**config.mk**
```make
export PLATFORM = sky130hd
export DESIGN_NAME = sfrt_outq
export DESIGN_NICKNAME = d
export VERILOG_FILES = /design/src/hw/rtl/sfrt_pkg.sv /design/src/hw/rtl/sfrt_outq.sv
export SDC_FILE = /design/constraint.sdc
export NUM_CORES = 1
export LEC_CHECK = 0
export BUFFER_PORTS_ARGS = -buffer_cell sky130_fd_sc_hd__buf_2
export CORE_MARGIN = 2
export CORE_UTILIZATION = 57
export DETAILED_ROUTE_END_ITERATION = 12
export GPL_TIMING_DRIVEN = 0
export PLACE_DENSITY = 0.88
export SLEW_MARGIN = 20
export SYNTH_ARGS = -nofsm -noshare
export SYNTH_HDL_FRONTEND = slang
export SYNTH_SLANG_ARGS = --single-unit
export TNS_END_PERCENT = 100
```
**constraint.sdc**
```tcl
create_clock -name clk_i -period 4.3 [get_ports clk_i]
set_input_delay 0 -clock clk_i [delete_from_list [all_inputs] [get_ports clk_i]]
set_output_delay 0 -clock clk_i [all_outputs]
set_load 0.01 [all_outputs]
```
**src/hw/rtl/sfrt_pkg.sv**
```systemverilog
// ----------------------------------------------------------------------------
// sfrt_pkg
// Shared types and constants of the sequential fault run tracker.
// ----------------------------------------------------------------------------
`default_nettype none

package sfrt_pkg;

  localparam int PAGE_W         = 36;
  localparam int TIME_W         = 32;
  localparam int MAX_RUNS       = 15;
  localparam int SLOTS          = MAX_RUNS + 1;
  localparam int SLOT_W         = $clog2(SLOTS);
  localparam int HIST_D         = 4;
  localparam int HPTR_W         = $clog2(HIST_D);
  localparam int MIN_RUN_LENGTH = 16;
  localparam int GUARD_PAGES    = 4;
  localparam int OUTQ_DEPTH     = 4;
  localparam int INQ_DEPTH      = 2;

  typedef logic [PAGE_W-1:0] page_t;
  typedef logic [TIME_W-1:0] ftime_t;
  typedef logic [SLOT_W-1:0] slot_t;

  localparam page_t PAGE_MAX = '1;

  localparam logic [1:0] DIR_NONE = 2'd0;
  localparam logic [1:0] DIR_UP   = 2'd1;
  localparam logic [1:0] DIR_DOWN = 2'd2;

  typedef enum logic {
    OP_FAULT = 1'b0,
    OP_QUERY = 1'b1
  } op_e;

  typedef enum logic [2:0] {
    ACT_EXT_UP   = 3'd0,
    ACT_EXT_DOWN = 3'd1,
    ACT_SPLIT    = 3'd2,
    ACT_REFRESH  = 3'd3,
    ACT_NEW      = 3'd4,
    ACT_CAND     = 3'd5,
    ACT_NO_CAND  = 3'd6
  } action_e;

  typedef struct packed {
    op_e   op;
    page_t page;
  } req_t;

  typedef struct packed {
    action_e    action;
    page_t      lo;
    page_t      hi;
    logic [1:0] dir;
    logic       dropped;
    logic       last;
  } res_t;

endpackage

`default_nettype wire

```
**src/hw/rtl/sfrt_outq.sv**
```systemverilog
// ----------------------------------------------------------------------------
// sfrt_outq
// Result queue between the engine and the consumer.
// ----------------------------------------------------------------------------
`default_nettype none

module sfrt_outq (
  input  wire logic           clk_i,
  input  wire logic           rst_ni,
  input  wire logic           res_push_i,
  input  wire sfrt_pkg::res_t res_i,
  output      logic           res_full_o,
  output      logic           empty,
  input  wire logic           pop,
  output      sfrt_pkg::res_t head_o
);

  localparam int PTR_W = $clog2(sfrt_pkg::OUTQ_DEPTH);
  localparam int CNT_W = $clog2(sfrt_pkg::OUTQ_DEPTH + 1);

  sfrt_pkg::res_t   mem_q [sfrt_pkg::OUTQ_DEPTH];
  logic [PTR_W-1:0] wr_q, wr_d, rd_q, rd_d;
  logic [CNT_W-1:0] cnt_q, cnt_d;
  logic             wr_en, rd_en;

  assign res_full_o = (cnt_q == CNT_W'(sfrt_pkg::OUTQ_DEPTH));
  assign empty      = (cnt_q == '0);
  assign head_o     = mem_q[rd_q];
  assign wr_en      = res_push_i && !res_full_o;
  assign rd_en      = pop && !empty;

  always_comb begin
    wr_d  = wr_en ? PTR_W'((wr_q + 1'b1) % sfrt_pkg::OUTQ_DEPTH) : wr_q;
    rd_d  = rd_en ? PTR_W'((rd_q + 1'b1) % sfrt_pkg::OUTQ_DEPTH) : rd_q;
    cnt_d = cnt_q + CNT_W'(wr_en) - CNT_W'(rd_en);
  end

  always_ff @(posedge clk_i or negedge rst_ni) begin
    if (!rst_ni) begin
      wr_q  <= '0;
      rd_q  <= '0;
      cnt_q <= '0;
    end else begin
      wr_q  <= wr_d;
      rd_q  <= rd_d;
      cnt_q <= cnt_d;
    end
  end

  always_ff @(posedge clk_i) begin
    if (wr_en) begin
      mem_q[wr_q] <= res_i;
    end
  end

endmodule

`default_nettype wire

```
After elaboration in Yosys (flattened, before gate mapping):

Memories as Yosys holds them, arrays and structs flattened.
Index checks and enable logic that the tools add are counted.

* word-level logic and storage cells: 16
* register bits: 7
* latch bits: 0
* bits of input ports: 83
* memory bits (read-only): 0
* memories kept: 1
* memory bits (writable): 316

Memory list
* mem_q: depth 4, bits a word 79, rd ports 1, clocked after Yosys merged registers in 0, wr ports 1, RTL line sfrt_outq.sv:21 `sfrt_pkg::res_t mem_q [sfrt_pkg::OUTQ_DEPTH];`

* bitwise gates (word level): 0
* magnitude comparators: 0
* $add $sub $neg: 4
* shift-type cells: 0
* div/mod/pow operators: 0
* muxes and demuxes: 2
* reduce and logical (&&, ||, !) cells: 5
* equal/unequal tests: 1
* multiply operators: 0

Operators with widths (count)
* adder 2 x 1 -> 2 bit, second input constant: 2
* adder 3 x 1 -> 3 bit: 1
* == test 3 bit, second input constant: 1
* zero test 3 bit: 1
* subtractor 3 x 1 -> 3 bit: 1
* logical AND 1 bit: 2
* zero test 1 bit: 2
* 2-to-1 mux 1 bit: 2

Longest topological paths before layout:

* depth after elaboration: 5
* mapped depth: 8
* gate-level depth less buffers: 8

Worst setup path after synthesis:

No wires, ideal clock.

* path kind: reg2reg
* start: reg cnt_q[2]
* end: mem mem_q[0][0] in the netlist's numbering (enable)
* period minus slack after synthesis: 3046 ps
* stages on the path, launching flop included: 3
* data required time: 3853 ps
* arrival time: 2600 ps
* path slack: 1254 ps
* path through: dfrtp_1 nor3b_2 and3b_1

* word-level cells in the longest chain between the ends: 5

RTL lines
* start: declaration: RTL line sfrt_outq.sv:23 `logic [CNT_W-1:0] cnt_q, cnt_d;`
* start signal: assignment: RTL line sfrt_outq.sv:46 `cnt_q <= cnt_d;`
* == test 3 bit: RTL line sfrt_outq.sv:26 `assign res_full_o = (cnt_q == CNT_W'(sfrt_pkg::OUTQ_DEPTH));`
* net res_full_o: RTL line sfrt_outq.sv:12 `output logic res_full_o,`
* zero test 1 bit: RTL line sfrt_outq.sv:29 `assign wr_en = res_push_i && !res_full_o;`
* logical AND 1 bit: RTL line sfrt_outq.sv:29
* 2-to-1 mux 1 bit: RTL line sfrt_outq.sv:51 `if (wr_en) begin`
* 2-to-1 mux 1 bit (not written as such): RTL line sfrt_outq.sv:52 `mem_q[wr_q] <= res_i;`
* end: declaration: RTL line sfrt_outq.sv:21

The timed path passes the listed nets, and every way through them passes these cells.

Final worst setup path:

* start: reg cnt_q[2]
* end: reg cnt_q[2]

* word-level cells in the longest chain between the ends: 5
* elaborated cells between the ends (all ways): 8
* those cells by class: 2 x add/sub; 1 x eq/ne; 5 x reduce/logical

RTL lines
* == test 3 bit: RTL line sfrt_outq.sv:26
* zero test 1 bit: RTL line sfrt_outq.sv:29
* logical AND 1 bit: RTL line sfrt_outq.sv:29
* adder 3 x 1 -> 3 bit: RTL line sfrt_outq.sv:35 `cnt_d = cnt_q + CNT_W'(wr_en) - CNT_W'(rd_en);`
* subtractor 3 x 1 -> 3 bit (*): RTL line sfrt_outq.sv:35
* net cnt_d[2]: RTL line sfrt_outq.sv:23

Mark *: on every way through the listed nets, which the timed path passes. The rest lies on a longest branch.
A chain may end at the register's enable or synchronous reset.

==> flow_metrics.tcl <==
set metrics [dict create \
    maxCapViolations 0 \
    fp.dieH_um 149 \
    synthesis.area_um2 11900 \
    multi_input_area_um2 2060 \
    syn_inst 454 \
    clockBufferDepth 3 \
    syn_nets 544 \
    ys_seq_area_frac 0.809 \
    place.gp.congestion 0.734 \
    synth-main-ff-cell "edfxtp_1" \
    setup_viol 0 \
    worstMarginPinSlew_ns 0.758 \
    h-tree-depth 1 \
    cts_tree "done" \
    critPathMaxFanout 8 \
    chipWidth_um 149 \
    antenna_found_initial 1 \
    dr.pass1.iters 5 \
    worstSetupPathType "reg2reg" \
    root_buffer "clkbuf_16" \
    synth_top_family_by_area "multiplexers" \
    port_buffers 163 \
    irDropWorstVdd_mv 0.489 \
    utilization 0.735 \
    area_growth_pct 25.7 \
    cts.clk_slew.worst_paths_ns 0.06 \
    num-nets-final 829 \
    cts.sinks 323 \
    start_util 0.585 \
    slew_headroom 0.495 \
    dp_slack_ns 2.01 \
    async_flop_share 0.0217 \
    max_freq_mhz 425 \
    grt_max_degree 42 \
    arrival_ns 2.83 \
    grt-ovfl-total 0 \
    hold_buffers 83 \
    synth-seq-cells 323 \
    yosysWarnings 0 \
    pwr_density_cell_nw_per_um2 665 \
    cpMaxStageDelayCell "dfrtp_1" \
    setup_tns_ns 0 \
    grt_usage 0.218 \
    rows 52 \
    ys_top_cells_by_count "edfxtp_1, mux4_2, buf_12, buf_2, dfrtp_1" \
    synth-compound-area-share 0.00262 \
    wl_per_cell_um 22.8 \
    synth_area_leaders "edfxtp_1, mux4_2, dfrtp_1" \
    grt_pass1_wl_um 36100 \
    outcome "finished clean" \
    cts-buffers-inserted 31 \
    grt_pass1_vias 6250 \
    synthXorXnorAreaFrac 0.00293 \
    synth-adder-area-share 0.00796 \
    fin_crit_sh 0.548 \
    drive_gt1_frac 0.406 \
    drv_slew 0 \
    drc 0 \
    via_count 5748 \
    rrSetupSlack_ns 1.95 \
    max_stage_delay_ns 0.50 \
    detail_route.iter0.violations 359 \
    fin_crit_ns 2.35 \
    p_leak_nw 5.24 \
    routed_via_density 5.56 \
    avgSynthCellArea_um2 26.3 \
    wirelength_um 23600 \
    grt_setup_unrepaired "no" \
    crit_chain "nor3b_2, nand2b_1, ha_1, inv_1, ha_1, fa_1, xnor2_1, xnor2_1" \
    end_kind "flop" \
    start_kind "flop" \
    min_path_type "in2reg" \
    cp.required_ns 4.77 \
    clk_latency_ns 0.55 \
    ios 164 \
    synthSimpleGateAreaFrac 0.00869 \
    ys_types 20 \
    final_hold_viol_count 0 \
    dp_hpwl_um 13700 \
    fin_skew_ns 0.0205 \
    seqCellArea_um2 9660 \
    synth_mux_area_frac 0.149 \
    synth_most_common_cell "edfxtp_1" \
    coreArea_um2 20400 \
    post_cts_buffers 0 \
    finalWorstSetupSlack_ns 1.95 \
    yosys.area.top_type "edfxtp_1" \
    cts_resized 0 \
    ant_nets 0 \
    synth_edf_count 316 \
    nFillCells 1152 \
    synth.top_cell.area_share 0.794 \
    die_area_um2 22100 \
]
==> state kept, by name (all words and copies together) (netlist names) <==
name   cells
mem_q    316
cnt_q      3
rd_q       2
wr_q       2
==> worst max-delay path: cells and delay by family (launching register included) <==
family        cells  cell delay, ns
xor+xnor          2            0.33
buf+inv           1            0.05
simple gates      2            0.65
flops             1            0.50
fa+ha+maj         3            0.75
==> layer usage <==
metal / up-vias / share of wire / GRT usage
met2: 183 / 0.55 / 0.395
met5: - / 0 / 0
met3: 36 / 0.048 / 0.0333
li1: 2527 / - / -
met1: 3002 / 0.39 / 0.278
met4: 0 / 0.021 / 0.0567
==> per-stage QoR <==
stage	cell area, um2	hold WS [ns]	power [mW]	instances
after floorplan	11900	-0.296	6.36	454
after global placement	13100	-0.167	7.31	887
after detailed placement	13300	-0.157	7.47	893
after CTS	15000	0.184	10.0	1033
after global routing	15000	0.193	10.4	1034
final	15000	0.203	9.98	1034
==> power breakdown <==
| group | leakage (nW) | switching [mW] | internal [mW] | total, mW |
|---|---|---|---|---|
| clock network | 0.463 | 1.09 | 1.43 | 2.52 |
| registers | 2.98 | 0.185 | 4.15 | 4.33 |
| logic | 1.80 | 1.61 | 1.52 | 3.13 |
==> layout by cell type (no fill, tap or decap), types with 6 or more instances in the layout <==
master,Yosys,layout
dlygate4sd3_1,0,83
dfrtp_1,7,7
mux4_2,79,79
inv_1,6,6
buf_2,8,171
clkinv_2,0,6
clkinv_1,0,11
clkbuf_1,1,7
buf_12,8,12
ha_1,6,6
edfxtp_1,316,316
clkbuf_16,0,31
==> worst paths after layout <==
| path | from | to | cells past startpoint |
|---|---|---|---|
| worst max-delay path | cnt_q[2] | cnt_q[2] | 8 |
| worst min-delay path | res_i[76] | mem_q[1][76] | 2 |
| worst max register to register | cnt_q[2] | cnt_q[2] | 8 |
| worst min register to register | wr_q[1] | wr_q[1] | 2 |
| max in group asynchronous | rst_ni | rd_q[0] | 3 |
| min in group asynchronous | rst_ni | cnt_q[1] | 3 |
==> final cells by class <==
type	count	share of cell area
sequential	323	0.643
multi-input combinational	107	0.137
timing repair buffer	252	0.119
clock buffer	37	0.0531
tap	270	0.0225
buffer	18	0.0143
clock inverter	20	0.00933
inverter	6	0.00150
antenna	1	0.000167
==> cells by family after synthesis <==
kind of cell	after synthesis
AOI/OAI and AO/OA	4
xor gates and xnor gates	4
adders and majority gates	7
buffers and inverters	24
DFF	323
muxes	79
and+or+nand+nor	13
No activity file was read; power rests on OpenSTA's default activity.
