### src/hw/rtl/sfrt_pkg.sv
// ----------------------------------------------------------------------------
// sfrt_pkg
// Shared types and constants of the sequential fault run tracker.
// ----------------------------------------------------------------------------
`default_nettype none

package sfrt_pkg;

  localparam int PAGE_W         = 36;
  localparam int TIME_W         = 32;
  localparam int MAX_RUNS       = 15;
  localparam int SLOTS          = MAX_RUNS + 1;
  localparam int SLOT_W         = $clog2(SLOTS);
  localparam int HIST_D         = 4;
  localparam int HPTR_W         = $clog2(HIST_D);
  localparam int MIN_RUN_LENGTH = 16;
  localparam int GUARD_PAGES    = 4;
  localparam int OUTQ_DEPTH     = 4;
  localparam int INQ_DEPTH      = 2;

  typedef logic [PAGE_W-1:0] page_t;
  typedef logic [TIME_W-1:0] ftime_t;
  typedef logic [SLOT_W-1:0] slot_t;

  localparam page_t PAGE_MAX = '1;

  localparam logic [1:0] DIR_NONE = 2'd0;
  localparam logic [1:0] DIR_UP   = 2'd1;
  localparam logic [1:0] DIR_DOWN = 2'd2;

  typedef enum logic {
    OP_FAULT = 1'b0,
    OP_QUERY = 1'b1
  } op_e;

  typedef enum logic [2:0] {
    ACT_EXT_UP   = 3'd0,
    ACT_EXT_DOWN = 3'd1,
    ACT_SPLIT    = 3'd2,
    ACT_REFRESH  = 3'd3,
    ACT_NEW      = 3'd4,
    ACT_CAND     = 3'd5,
    ACT_NO_CAND  = 3'd6
  } action_e;

  typedef struct packed {
    op_e   op;
    page_t page;
  } req_t;

  typedef struct packed {
    action_e    action;
    page_t      lo;
    page_t      hi;
    logic [1:0] dir;
    logic       dropped;
    logic       last;
  } res_t;

endpackage

`default_nettype wire

### src/hw/rtl/sfrt_front.sv
// ----------------------------------------------------------------------------
// sfrt_front
// Request intake: decodes the operation and buffers requests for the engine.
// ----------------------------------------------------------------------------
`default_nettype none

module sfrt_front (
  input  wire logic                  clk_i,
  input  wire logic                  rst_ni,
  input  wire logic                  push,
  output      logic                  full,
  input  wire logic                  operation_i,
  input  wire sfrt_pkg::page_t       fault_page_i,
  output      logic                  req_valid_o,
  output      sfrt_pkg::req_t        req_o,
  input  wire logic                  req_pop_i
);

  localparam int PTR_W = $clog2(sfrt_pkg::INQ_DEPTH);
  localparam int CNT_W = $clog2(sfrt_pkg::INQ_DEPTH + 1);

  sfrt_pkg::req_t   mem_q [sfrt_pkg::INQ_DEPTH];
  logic [PTR_W-1:0] wr_q, wr_d, rd_q, rd_d;
  logic [CNT_W-1:0] cnt_q, cnt_d;
  logic             wr_en, rd_en;
  sfrt_pkg::req_t   req_in;

  assign full        = (cnt_q == CNT_W'(sfrt_pkg::INQ_DEPTH));
  assign req_valid_o = (cnt_q != '0);
  assign req_o       = mem_q[rd_q];
  assign wr_en       = push && !full;
  assign rd_en       = req_pop_i && req_valid_o;

  always_comb begin
    req_in.op   = operation_i ? sfrt_pkg::OP_QUERY : sfrt_pkg::OP_FAULT;
    // the page means nothing for a query
    req_in.page = operation_i ? '0 : fault_page_i;
  end

  always_comb begin
    wr_d  = wr_en ? PTR_W'((wr_q + 1'b1) % sfrt_pkg::INQ_DEPTH) : wr_q;
    rd_d  = rd_en ? PTR_W'((rd_q + 1'b1) % sfrt_pkg::INQ_DEPTH) : rd_q;
    cnt_d = cnt_q + CNT_W'(wr_en) - CNT_W'(rd_en);
  end

  always_ff @(posedge clk_i or negedge rst_ni) begin
    if (!rst_ni) begin
      wr_q  <= '0;
      rd_q  <= '0;
      cnt_q <= '0;
    end else begin
      wr_q  <= wr_d;
      rd_q  <= rd_d;
      cnt_q <= cnt_d;
    end
  end

  always_ff @(posedge clk_i) begin
    if (wr_en) begin
      mem_q[wr_q] <= req_in;
    end
  end

endmodule

`default_nettype wire

### config.mk
export PLATFORM = sky130hd
export DESIGN_NAME = sfrt_front
export DESIGN_NICKNAME = d
export VERILOG_FILES = /design/src/hw/rtl/sfrt_pkg.sv /design/src/hw/rtl/sfrt_front.sv
export SDC_FILE = /design/constraint.sdc
export NUM_CORES = 1
export LEC_CHECK = 0
export BUFFER_PORTS_ARGS = -buffer_cell sky130_fd_sc_hd__buf_2
export CAP_MARGIN = 20
export CORE_MARGIN = 1.5
export CORE_UTILIZATION = 29
export CTS_CLUSTER_SIZE = 14
export DETAILED_ROUTE_END_ITERATION = 16
export GPL_TIMING_DRIVEN = 0
export SYNTH_ARGS = -nofsm -noshare
export SYNTH_HDL_FRONTEND = slang
export SYNTH_SLANG_ARGS = --single-unit
### constraint.sdc
create_clock -name clk_i -period 2.6 [get_ports clk_i]
set_clock_uncertainty 0.2 [all_clocks]
set_input_delay 0.13 -clock clk_i [delete_from_list [all_inputs] [get_ports clk_i]]
set_output_delay 0.13 -clock clk_i [all_outputs]
set_load 0.03 [all_outputs]
* After elaboration in Yosys (flattened, before gate mapping)
Memory sizes are Yosys's and may differ from the RTL's.
Cells that the tools add are included.
** Storage, ports and cells
- Output and inout bits :: 39
- RAM bits :: 74
- Word-level logic and storage cells :: 17
- Memories kept :: 1
- Bits in registers :: 4
** Memory list
- mem_q :: depth 2, bits a word 37, read ports 1, clocked after Yosys merged registers in 0, wr ports 1, line sfrt_front.sv:22 : sfrt_pkg::req_t mem_q [sfrt_pkg::INQ_DEPTH];
** Operators by class
- Reductions and logical operators :: 4
- Add/subtract/negate cells :: 4
- Equality and inequality tests :: 1
- Muxes and demuxes :: 4
** Operators by type and width (count)
- 36-bit 2-to-1 mux :: 1
- 1-bit 2-to-1 mux :: 3
- 1-bit adder, second input constant :: 2
- 2-bit by 1-bit adder with 2-bit output :: 1
- 2-bit equality test, second input constant :: 1
- 1-bit logical AND :: 2
- 2-bit nonzero test :: 1
- 2-bit by 1-bit subtractor with 2-bit output :: 1
- 1-bit zero test :: 1

* Logic depth before layout (Yosys ltp)
Gate-level depths: netlist (run 1).
- Depth in word-level cells :: 5
- Gate-level depth with buffers :: 7

* Least setup slack after synthesis (run 1)
OpenSTA, ideal clock, no wires.
- Kind :: reg-to-reg
- Start :: reg cnt_q[1]
- End :: mem mem_q[0][0] (netlist bit) (enable)
- Required time :: 1969 ps
- Path buffers :: 0
- Arrival time :: 2150 ps
- Stages on the path, launching flop included :: 4
- Slack :: -181 ps
- Cells stage by stage :: dfrtp_1 nand2b_1 nand2_1 nor2_1
** On the way
- Cells in the longest elaborated chain, start to end :: 5
** Ends and longest elaborated chain
- start, declared :: line sfrt_front.sv:24 : logic [CNT_W-1:0] cnt_q, cnt_d;
- start signal, assigned :: line sfrt_front.sv:54 : cnt_q <= cnt_d;
- 2-bit equality test :: line sfrt_front.sv:28 : assign full = (cnt_q == CNT_W'(sfrt_pkg::INQ_DEPTH));
- 1-bit zero test :: line sfrt_front.sv:31 : assign wr_en = push && !full;
- 1-bit logical AND :: line sfrt_front.sv:31
- 1-bit 2-to-1 mux :: line sfrt_front.sv:59 : if (wr_en) begin
- 1-bit 2-to-1 mux (implied by the code) :: line sfrt_front.sv:60 : mem_q[wr_q] <= req_in;
- end, declared :: line sfrt_front.sv:22
No other way between the ends.

* Final worst setup path (run 1)
Ends and elaborated chain as after synthesis.

==> results.ini, run 1 <==
[global_route]
grt_pass1_wl_um = 8660
grt-ovfl-total = 0
grt_max_degree = 21
grt_pass1_vias = 1812
antenna_found_initial = 0
grt_usage_pct = 10.1

[synthesis]
ys_types = 19
avgSynthCellArea_um2 = 18.8
syn_nets = 215
syn_area_um2 = 3230
syn_inst = 172
ys_seq_area_share_pct = 72.0
yosysWarnings = 0
synth_seq_cells = 78

[critical_path]
slowest_stage = nor2_4
cpPeakStageDelay_ps = 510
cp-start-kind = flip-flop
cp_max_fo = 20
required_ps = 2440
worst_ep_arrival_time_ps = 1750
crit_type = flip-flop to flip-flop
crit_chain = nand2b_1 -> nand2_1 -> nor2_4 -> buf_16
end_kind = flip-flop

[placed_design]
hpwl_um = 3770
place_congestion = 0.703
numPortBuffers = 79

[floorplan]
die_y_um = 108
io_pins = 80
rows = 38
initial_core_util_pct = 29.8
core-area_um2 = 10800
die_x_um = 108
die_area_um2 = 11800

[pwr]
clkPwrFrac_pct = 20.5
p_leak_nw = 1.85
ir_worst_vdd_mv = 0.445
sequentialPowerShare_pct = 38.5
p_per_area_nw_per_um2 = 1050
swShare_pct = 35.0
switchingPower_mw = 1.65
comb_power_share_pct = 41.0
p_int_mw = 3.06

[sta]
hold_violations = 0
rsz0062_at_grt = no
relSlewSlack_pct = 59.4
period_share_pct = 73.4
period_needed_ps = 1910
fmax_mhz = 524
maxSlewViolCount = 0
worstMarginPinSlew_ps = 608
setup_viol = 0
setup-tns-final_ps = 0

[min_path]
hold_path_class = flip-flop to flip-flop

[cells_and_area]
nets = 348
final_util_pct = 41.3
diodes = 0
syn_to_final_growth_pct = 38.9
drive_gt1_share_pct = 45.0

[detailed_routing]
finalWirelength_um = 5880
antenna_left = 0
wire_per_inst_um = 13.1
vias_per_cell = 4.06
dr.pass1.iters = 4
num_vias = 1824
drc = 0
drt_iter0_drc = 38

[run_status]
status = finished, final reports clean

[flow_run]
drv_cap = 0

[cts]
ctsResizeCount = 0
h-tree-depth = 3
clockRootBuffer = clkbuf_8
clk_pin_slew_ps = 70
clk-insertion-delay-late_ps = 330
cts.sinks = 78
cts_tree = yes
cts-buffers-inserted = 9
clock_path_buffers = 2

## Yosys cell counts
cell | count | area (um2)
and2_4 | 1 | 8.76
and2b_1 | 28 | 210
and3_1 | 1 | 6.26
buf_2 | 1 | 5.00
buf_6 | 3 | 33.8
clkbuf_1 | 3 | 11.3
dfrtp_1 | 4 | 100
edfxtp_1 | 74 | 2220
ha_1 | 2 | 25.0
inv_1 | 2 | 7.51
mux2_2 | 17 | 191
mux2_4 | 20 | 300
nand2_1 | 1 | 3.75
nand2b_1 | 1 | 6.26
nor2_1 | 1 | 3.75
nor2b_1 | 8 | 50.1
or2_1 | 1 | 6.26
xnor2_1 | 3 | 26.3
xor2_1 | 1 | 8.76
## state kept, by name, summed over array words and instances, names as in the netlist
signal	cells
mem_q	74
rd_q	1
cnt_q	2
wr_q	1
## power groups by stage
| stage | combinational [mW] | sequential, mW | clock, mW |
|---|---|---|---|
| finish | 1.94 | 1.82 | 0.966 |
| global route | 2.06 | 1.84 | 1.04 |
| CTS | 1.98 | 1.82 | 1.00 |
| detailed placement | 1.93 | 1.85 | 0 |
| global placement | 1.85 | 1.84 | 0 |
| floorplan | 1.42 | 1.83 | 0 |
## placed cells by master, fill, tap and decap left out, types with 3 or more instances in the layout
cell and instances:
mux2_4 20, dfrtp_1 4, xnor2_1 3, dlygate4sd3_1 41, edfxtp_1 74, and2b_1 28, buf_6 3, clkbuf_1 3
mux2_2 17, buf_2 80, nor2b_1 8, clkbuf_8 9
## worst paths after layout
check / from / slack (ps) / cells past startpoint / end
setup / recovery: cnt_q[1] / 690 / 4 / mem_q[0][0]
hold / removal: cnt_q[1] / 300 / 1 / cnt_q[1]
setup reg to reg: cnt_q[1] / 690 / 4 / mem_q[0][0]
hold reg to reg: cnt_q[1] / 300 / 1 / cnt_q[1]
max in group asynchronous: rst_ni / 1540 / 3 / rd_q
min in group asynchronous: rst_ni / 490 / 3 / cnt_q[0]
## logic make-up (layout without fill, tap and decap cells)
logic type | Yosys count | in the layout | synth area share (%)
buffers and inverters | 9 | 146 | 1.78
adder cells (fa/ha/maj) | 2 | 2 | 0.775
AND/OR/NAND/NOR | 42 | 42 | 9.15
flip-flops | 78 | 78 | 72.0
multiplexers | 37 | 37 | 15.2
XOR/XNOR | 4 | 4 | 1.09
## final cells by class
cell class / instances / area, um2
fillers: 1007 / 6360
flip-flops and latches: 78 / 2320
repair buffers: 122 / 861
multi-input cells: 85 / 856
well taps: 140 / 175
clock buffers: 9 / 124
clock inverters: 6 / 86.3
plain buffers: 7 / 50.0
inverters: 2 / 7.51
## per-layer routing
metal  wire [um]  track usage, %  vias up
met5           0               0        -
met1        2560            11.5      861
met2        2940            17.1       60
met3         257            2.53        9
li1            -               -      894
met4         110            5.64        0
## stage by stage
step	setup slack, ps	power (mW)	instances	hold slack (ps)	cell area, um2
finish	691	4.72	449	304	4480
global route	528	4.95	449	321	4480
CTS	638	4.80	449	304	4480
detailed placement	656	3.78	393	-259	3860
global placement	-253	3.69	391	-261	3800
floorplan	429	3.24	172	-366	3230
## repair_timing
| action | CTS | global route |
|---|---|---|
| hold buffers | 41 | 0 |
| setup endpoints to repair | 0 | 0 |
| endpoints found under the hold margin | 80 | 0 |
| buffers inserted | 0 | 0 |
## worst max-delay path, delay by kind of cell (launching register included)
kind	cells	cell delay (ps)
AND/OR/NAND/NOR	3	760
buffers and inverters	1	250
flip-flops	1	410
Power figures use the tool's default switching activity.
==> run 2, diff against run 1 <==
--- a/config.mk
+++ b/config.mk
@@ -5,6 +5,7 @@
 export SDC_FILE = /design/constraint.sdc
 export NUM_CORES = 1
 export LEC_CHECK = 0
+export ABC_AREA = 1
 export BUFFER_PORTS_ARGS = -buffer_cell sky130_fd_sc_hd__buf_2
 export CAP_MARGIN = 20
 export CORE_MARGIN = 1.5
==> constraint.sdc (replaced) <==
create_clock -name clk_i -period 1.9 [get_ports clk_i]
set_clock_uncertainty 0.2 [all_clocks]
set_input_delay 0.095 -clock clk_i [delete_from_list [all_inputs] [get_ports clk_i]]
set_output_delay 0.095 -clock clk_i [all_outputs]
set_load 0.03 [all_outputs]
==> results.ini, run 2 <==
[detailed_routing]
dr.pass1.iters = 5  ; +1
drc = 0  ; unchanged
drt_iter0_drc = 95  ; +150%
antenna_left = 0  ; unchanged
finalWirelength_um = 6840  ; +16%
wire_per_inst_um = 11.8  ; -9.6%
vias_per_cell = 4.08  ; +0.42%
num_vias = 2358  ; +29%

[critical_path]
worst_ep_arrival_time_ps = 1460  ; -290 ps
crit_type = flip-flop to output pin
required_ps = 1600  ; -840 ps
cp-start-kind = flip-flop
cp_max_fo = 10  ; -50%
end_kind = output pin

[synthesis]
ys_types = 11  ; -8
synth_seq_cells = 78  ; unchanged
syn_nets = 345  ; +60%
syn_inst = 302  ; +76%
synth.area.top_cells = edfxtp_1, nand2_1, inv_1
ys_seq_area_share_pct = 71.9  ; about the same
yosys.area.top_type = edfxtp_1
avgSynthCellArea_um2 = 10.7  ; -43%
synth_edf_count = 74  ; unchanged
yosysMostFrequentCell = nand2_1
syn_area_um2 = 3230  ; about the same
ys_top_cells_by_count = nand2_1, edfxtp_1, inv_1, nor2_1, buf_2
synth_top_area_share_pct = 68.8  ; about the same
yosysWarnings = 0  ; unchanged
ys.flop_type = edfxtp_1
async_reset_ff_share_pct = 5.13  ; unchanged

[floorplan]
rows = 38  ; unchanged
die_x_um = 109  ; about the same
io_pins = 80  ; unchanged
die_y_um = 109  ; about the same
core-area_um2 = 10800  ; unchanged
initial_core_util_pct = 29.8  ; about the same
die_area_um2 = 11800  ; about the same

[cts]
h-tree-depth = 3  ; unchanged
cts_tree = yes
cts-buffers-inserted = 9  ; unchanged
clock_path_buffers = 2  ; unchanged
clockRootBuffer = clkbuf_8
clk_pin_slew_ps = 70  ; about the same
cts.sinks = 78  ; unchanged
clk-insertion-delay-late_ps = 340  ; about the same

[placed_design]
numPortBuffers = 79  ; unchanged
place_area_um2 = 3830  ; -0.68%
hpwl_um = 4290  ; +14%
place_worst_setup_slack_ps = -24.5  ; -680 ps
dp_cells = 522  ; +33%
place_congestion = 0.696  ; -0.95%

[global_route]
met2_usage_pct = 20.8  ; +3.6 points
grt_pass1_vias = 2248  ; +24%
grt-busiest-layer = met2
antenna_found_initial = 0  ; unchanged
grt_usage_pct = 12.4  ; +2.3 points
use_met3_pct = 3.07  ; +0.54 points
grt_pass1_wl_um = 10700  ; +24%
grt-ovfl-total = 0  ; unchanged
grtUsageMet1_pct = 14.6  ; +3.1 points
grt_max_degree = 38  ; +81%

[sta]
relSlewSlack_pct = 66.1  ; +6.8 points
rsz0062_at_grt = no
worstMarginPinSlew_ps = 508  ; -99.8 ps
fmax_mhz = 571
period_needed_ps = 1750
period_share_pct = 92.2
setup_slack_ps = 149  ; -543 ps
maxSlewViolCount = 0  ; unchanged
setup_viol = 0  ; unchanged
hold_violations = 0  ; unchanged

[flow_run]
drv_cap = 0  ; unchanged

[cells_and_area]
syn_to_final_growth_pct = 38.5
final_cell_mix = nand2_1, buf_2, edfxtp_1
final_cells = 578  ; +29%
layout_commonest_cell = nand2_1
reg.largest.list = mem_q: 74 flops, cnt_q: 2 flops
nets = 478  ; +37%
design_area_um2 = 4470  ; -0.22%
drive_gt1_share_pct = 24.9  ; -20 points
diodes = 0  ; unchanged
regMostFlops = mem_q
fillerInstances = 1045  ; +3.8%
largest_reg_flops = 74  ; unchanged

[run_status]
status = finished, final reports clean

[pwr]
p_per_area_nw_per_um2 = 1460  ; +39%
p_leak_nw = 2.12  ; +15%
ir_worst_vdd_mv = 0.593  ; +33%

[min_path]
hold_path_class = flip-flop to flip-flop

## run 2: cell count changes after synthesis, moves of 3 or more
cell      before  now
mux2_4        20    0
inv_1          2   45
and2b_1       28    0
nor2b_1        8    0
nand2_1        1  124
nand3_1        0    3
mux2_2        17    0
clkbuf_1       3    0
xnor2_1        3    0
buf_2          1    6
nor2_1         1   37
## run 2: worst max-delay path, cell delays in order (launching register included)
cell and delay, ps:
dfrtp_1 400, inv_2 70, buf_6 150, buf_6 160, nand2_1 60, nand2_1 80
buf_2 200
## run 2: report_power, final
part	internal, mW	leakage, nW	switching (mW)
registers	2.36	0.752	0.103
logic	0.816	1.27	1.97
clock network	0.718	0.0986	0.562
total	3.90	2.12	2.63
## run 2: cell type report
cell class                 count  area (um2)  area share (%)
clock inverter                 5        76.3            1.71
clock buffer                   9         124            2.77
buffer                        12        93.8            2.10
sequential                    78        2320            51.9
inverter                      46         175            3.92
timing repair buffer         122         853            19.1
multi-input combinational    166         652            14.6
tap                          140         175            3.92
## run 2: through the flow
step	hold WS [ps]	TNS (ps)	utilization, %	power, mW
2_1_floorplan	-401	0	-	4.36
3_3_place_gp	-294	-28250	35.1	5.16
3_5_place_dp	-292	-458	35.4	5.24
4_1_cts	274	0	41.2	6.63
5_1_grt	294	0	41.3	6.96
6_report	275	0	41.3	6.53
## run 2: path summary, 6_finish.rpt
check | start | to | slack (ps) | cells after the start
worst max-delay path | rd_q | req_o[23] | 150 | 6
worst min-delay path | wr_q | wr_q | 280 | 2
worst max register to register | cnt_q[0] | mem_q[0][17] | 260 | 4
worst min register to register | wr_q | wr_q | 280 | 2
max in group asynchronous | rst_ni | wr_q | 870 | 3
min in group asynchronous | rst_ni | cnt_q[1] | 460 | 3
## run 2: logic make-up (layout without fill, tap and decap cells)
| kind of cell | Yosys count | in the layout | share of synthesized area [%] |
|---|---|---|---|
| buffers and inverters | 58 | 194 | 8.14 |
| adder cells (fa/ha/maj) | 2 | 2 | 0.775 |
| AND/OR/NAND/NOR | 164 | 164 | 19.2 |
| flip-flops | 78 | 78 | 71.9 |
## run 2: repair_timing
action,CTS,global route
hold endpoints to repair,80,0
pin swaps,1,0
buffers inserted,1,0
setup endpoints to repair,21,41
hold buffers,41,0
gates resized for setup,0,3
## run 2: layer usage
layer / wire [um] / share of wire (%)
met1: 3020 / 44
met2: 3310 / 48
met3: 351 / 5.1
met4: 153 / 2.2
met5: 0 / 0
==> run 3, diff against run 2 <==
--- a/config.mk
+++ b/config.mk
@@ -5,9 +5,9 @@
 export SDC_FILE = /design/constraint.sdc
 export NUM_CORES = 1
 export LEC_CHECK = 0
-export ABC_AREA = 1
+export ABC_AREA = 0
 export BUFFER_PORTS_ARGS = -buffer_cell sky130_fd_sc_hd__buf_2
-export CAP_MARGIN = 20
+export CAP_MARGIN = 10
 export CORE_MARGIN = 1.5
 export CORE_UTILIZATION = 29
 export CTS_CLUSTER_SIZE = 14
==> results.ini, run 3 (synthesis results as in run 1) <==
[cells_and_area]
design_area_um2 = 4540  ; +1.5%
largest_reg_flops = 74  ; unchanged
regMostFlops = mem_q
nets = 351  ; -27%
layout_commonest_cell = buf_2
drive_gt1_share_pct = 46.0  ; +21 points
diodes = 0  ; unchanged
reg.largest.list = mem_q: 74 flops, cnt_q: 2 flops
final_cell_mix = buf_2, edfxtp_1, dlygate4sd3_1
syn_to_final_growth_pct = 40.6

[detailed_routing]
drt_iter0_drc = 19  ; -80%
wire_per_inst_um = 13.2  ; +12%
drc = 0  ; unchanged
dr.pass1.iters = 4  ; -1
num_vias = 1841  ; -22%
antenna_left = 0  ; unchanged
vias_per_cell = 4.06  ; -0.38%
finalWirelength_um = 5990  ; -12%

[cts]
clock_path_buffers = 2  ; unchanged
h-tree-depth = 3  ; unchanged
cts-buffers-inserted = 9  ; unchanged
clockRootBuffer = clkbuf_8
clk-insertion-delay-late_ps = 340  ; about the same
cts_tree = yes
clk_pin_slew_ps = 80  ; about the same
cts.sinks = 78  ; unchanged

[critical_path]
slowest_stage = dfrtp_1
cp_max_fo = 3  ; -7
end_kind = flip-flop
required_ps = 1930  ; +330 ps
crit_chain = or2_4 -> and2_4 -> ha_1 -> inv_1 -> ha_2 -> xnor2_2 -> xnor2_1
worst_ep_arrival_time_ps = 1890  ; +430 ps
cpPeakStageDelay_ps = 390  ; about the same
cp-start-kind = flip-flop
crit_type = flip-flop to flip-flop

[placed_design]
place_area_um2 = 3810  ; -0.69%
numPortBuffers = 79  ; unchanged
place_worst_setup_slack_ps = -296  ; -272 ps
place_congestion = 0.646  ; -7.3%
hpwl_um = 3500  ; -18%

[global_route]
antenna_found_initial = 0  ; unchanged
grt_max_degree = 38  ; unchanged
grt_pass1_wl_um = 9140  ; -15%
grt_pass1_vias = 1912  ; -15%
grt_usage_pct = 10.7  ; -1.7 points
grt-ovfl-total = 0  ; unchanged

[sta]
setup_slack_ps = 35.4  ; -113 ps
period_share_pct = 98.1  ; +6.0 points
hold_violations = 0  ; unchanged
setup_viol = 0  ; unchanged
relSlewSlack_pct = 60.1  ; -6.0 points
period_needed_ps = 1860  ; +113 ps
rsz0062_at_grt = yes
worstMarginPinSlew_ps = 597  ; +89.0 ps
fmax_mhz = 536  ; -6.1%
maxSlewViolCount = 0  ; unchanged

[floorplan]
initial_core_util_pct = 29.8  ; about the same
core-area_um2 = 10800  ; unchanged
rows = 38  ; unchanged
io_pins = 80  ; unchanged
die_y_um = 108  ; about the same
die_x_um = 108  ; about the same
die_area_um2 = 11800  ; about the same

[flow_run]
drv_cap = 0  ; unchanged

[pwr]
p_leak_nw = 1.86  ; -12%
ir_worst_vdd_mv = 0.784  ; +32%
p_per_area_nw_per_um2 = 1460  ; about the same

[run_status]
status = finished, final reports clean

[min_path]
hold_path_class = input pin to flip-flop

-- run 3: layer usage --
| layer | routed length (um) | global-route usage, % |
|---|---|---|
| met1 | 2610 | 11.9 |
| met2 | 2960 | 18.4 |
| met3 | 296 | 2.77 |
| met4 | 119 | 5.92 |
| met5 | 0 | 0 |
-- run 3: final timing paths --
path	from	end	slack (ps)	depth (start not counted)
max	cnt_q[0]	cnt_q[1]	40	7
min	fault_page_i[32]	mem_q[1][32]	390	3
max reg2reg	cnt_q[0]	cnt_q[1]	40	7
min reg2reg	cnt_q[1]	cnt_q[1]	410	2
max in group asynchronous	rst_ni	wr_q	890	3
min in group asynchronous	rst_ni	cnt_q[0]	440	3
-- run 3: layout make-up --
class / count / area [um2]
fill: 1016 / 6300
sequential: 78 / 2320
multi-input combinational: 86 / 886
timing repair buffer: 124 / 861
tap: 140 / 175
clock buffer: 12 / 135
buffer: 7 / 78.8
clock inverter: 4 / 71.3
inverter: 2 / 7.51
-- run 3: critical path: cells and delay by family (launching register included) --
| kind | cells | cell delay (ps) |
|---|---|---|
| and+or+nand+nor | 2 | 410 |
| DFF | 1 | 390 |
| adders and majority gates | 2 | 450 |
| buffers and inverters | 1 | 40 |
| xor gates and xnor gates | 2 | 260 |
-- run 3: report_power, final --
| part | leakage, nW | switching [mW] | total, mW | internal, mW |
|---|---|---|---|---|
| Combinational | 1.01 | 1.60 | 2.81 | 1.21 |
| Sequential | 0.749 | 0.127 | 2.50 | 2.37 |
| Clock | 0.0982 | 0.573 | 1.31 | 0.738 |
-- run 3: repair_timing --
item | CTS | global route
hold endpoints to repair | 80 | 0
hold buffers | 41 | 0
setup buffers | 3 | 1
setup endpoints to repair | 93 | 18
pin swaps | 4 | 2
gates resized for setup | 7 | 5
cloned | 1 | 0
-- run 3: through the flow --
stage                     TNS, ps  hold WS (ps)  total power, mW  utilization, %  cells
after floorplan                 0          -401             4.45               -    172
after global placement     -16000          -293             5.07            35.1    391
after detailed placement   -15320          -293             5.10            35.1    391
after CTS                       0           363             6.62            41.4    452
after global routing        -24.6           388             6.96            41.9    453
final                           0           390             6.62            41.9    453
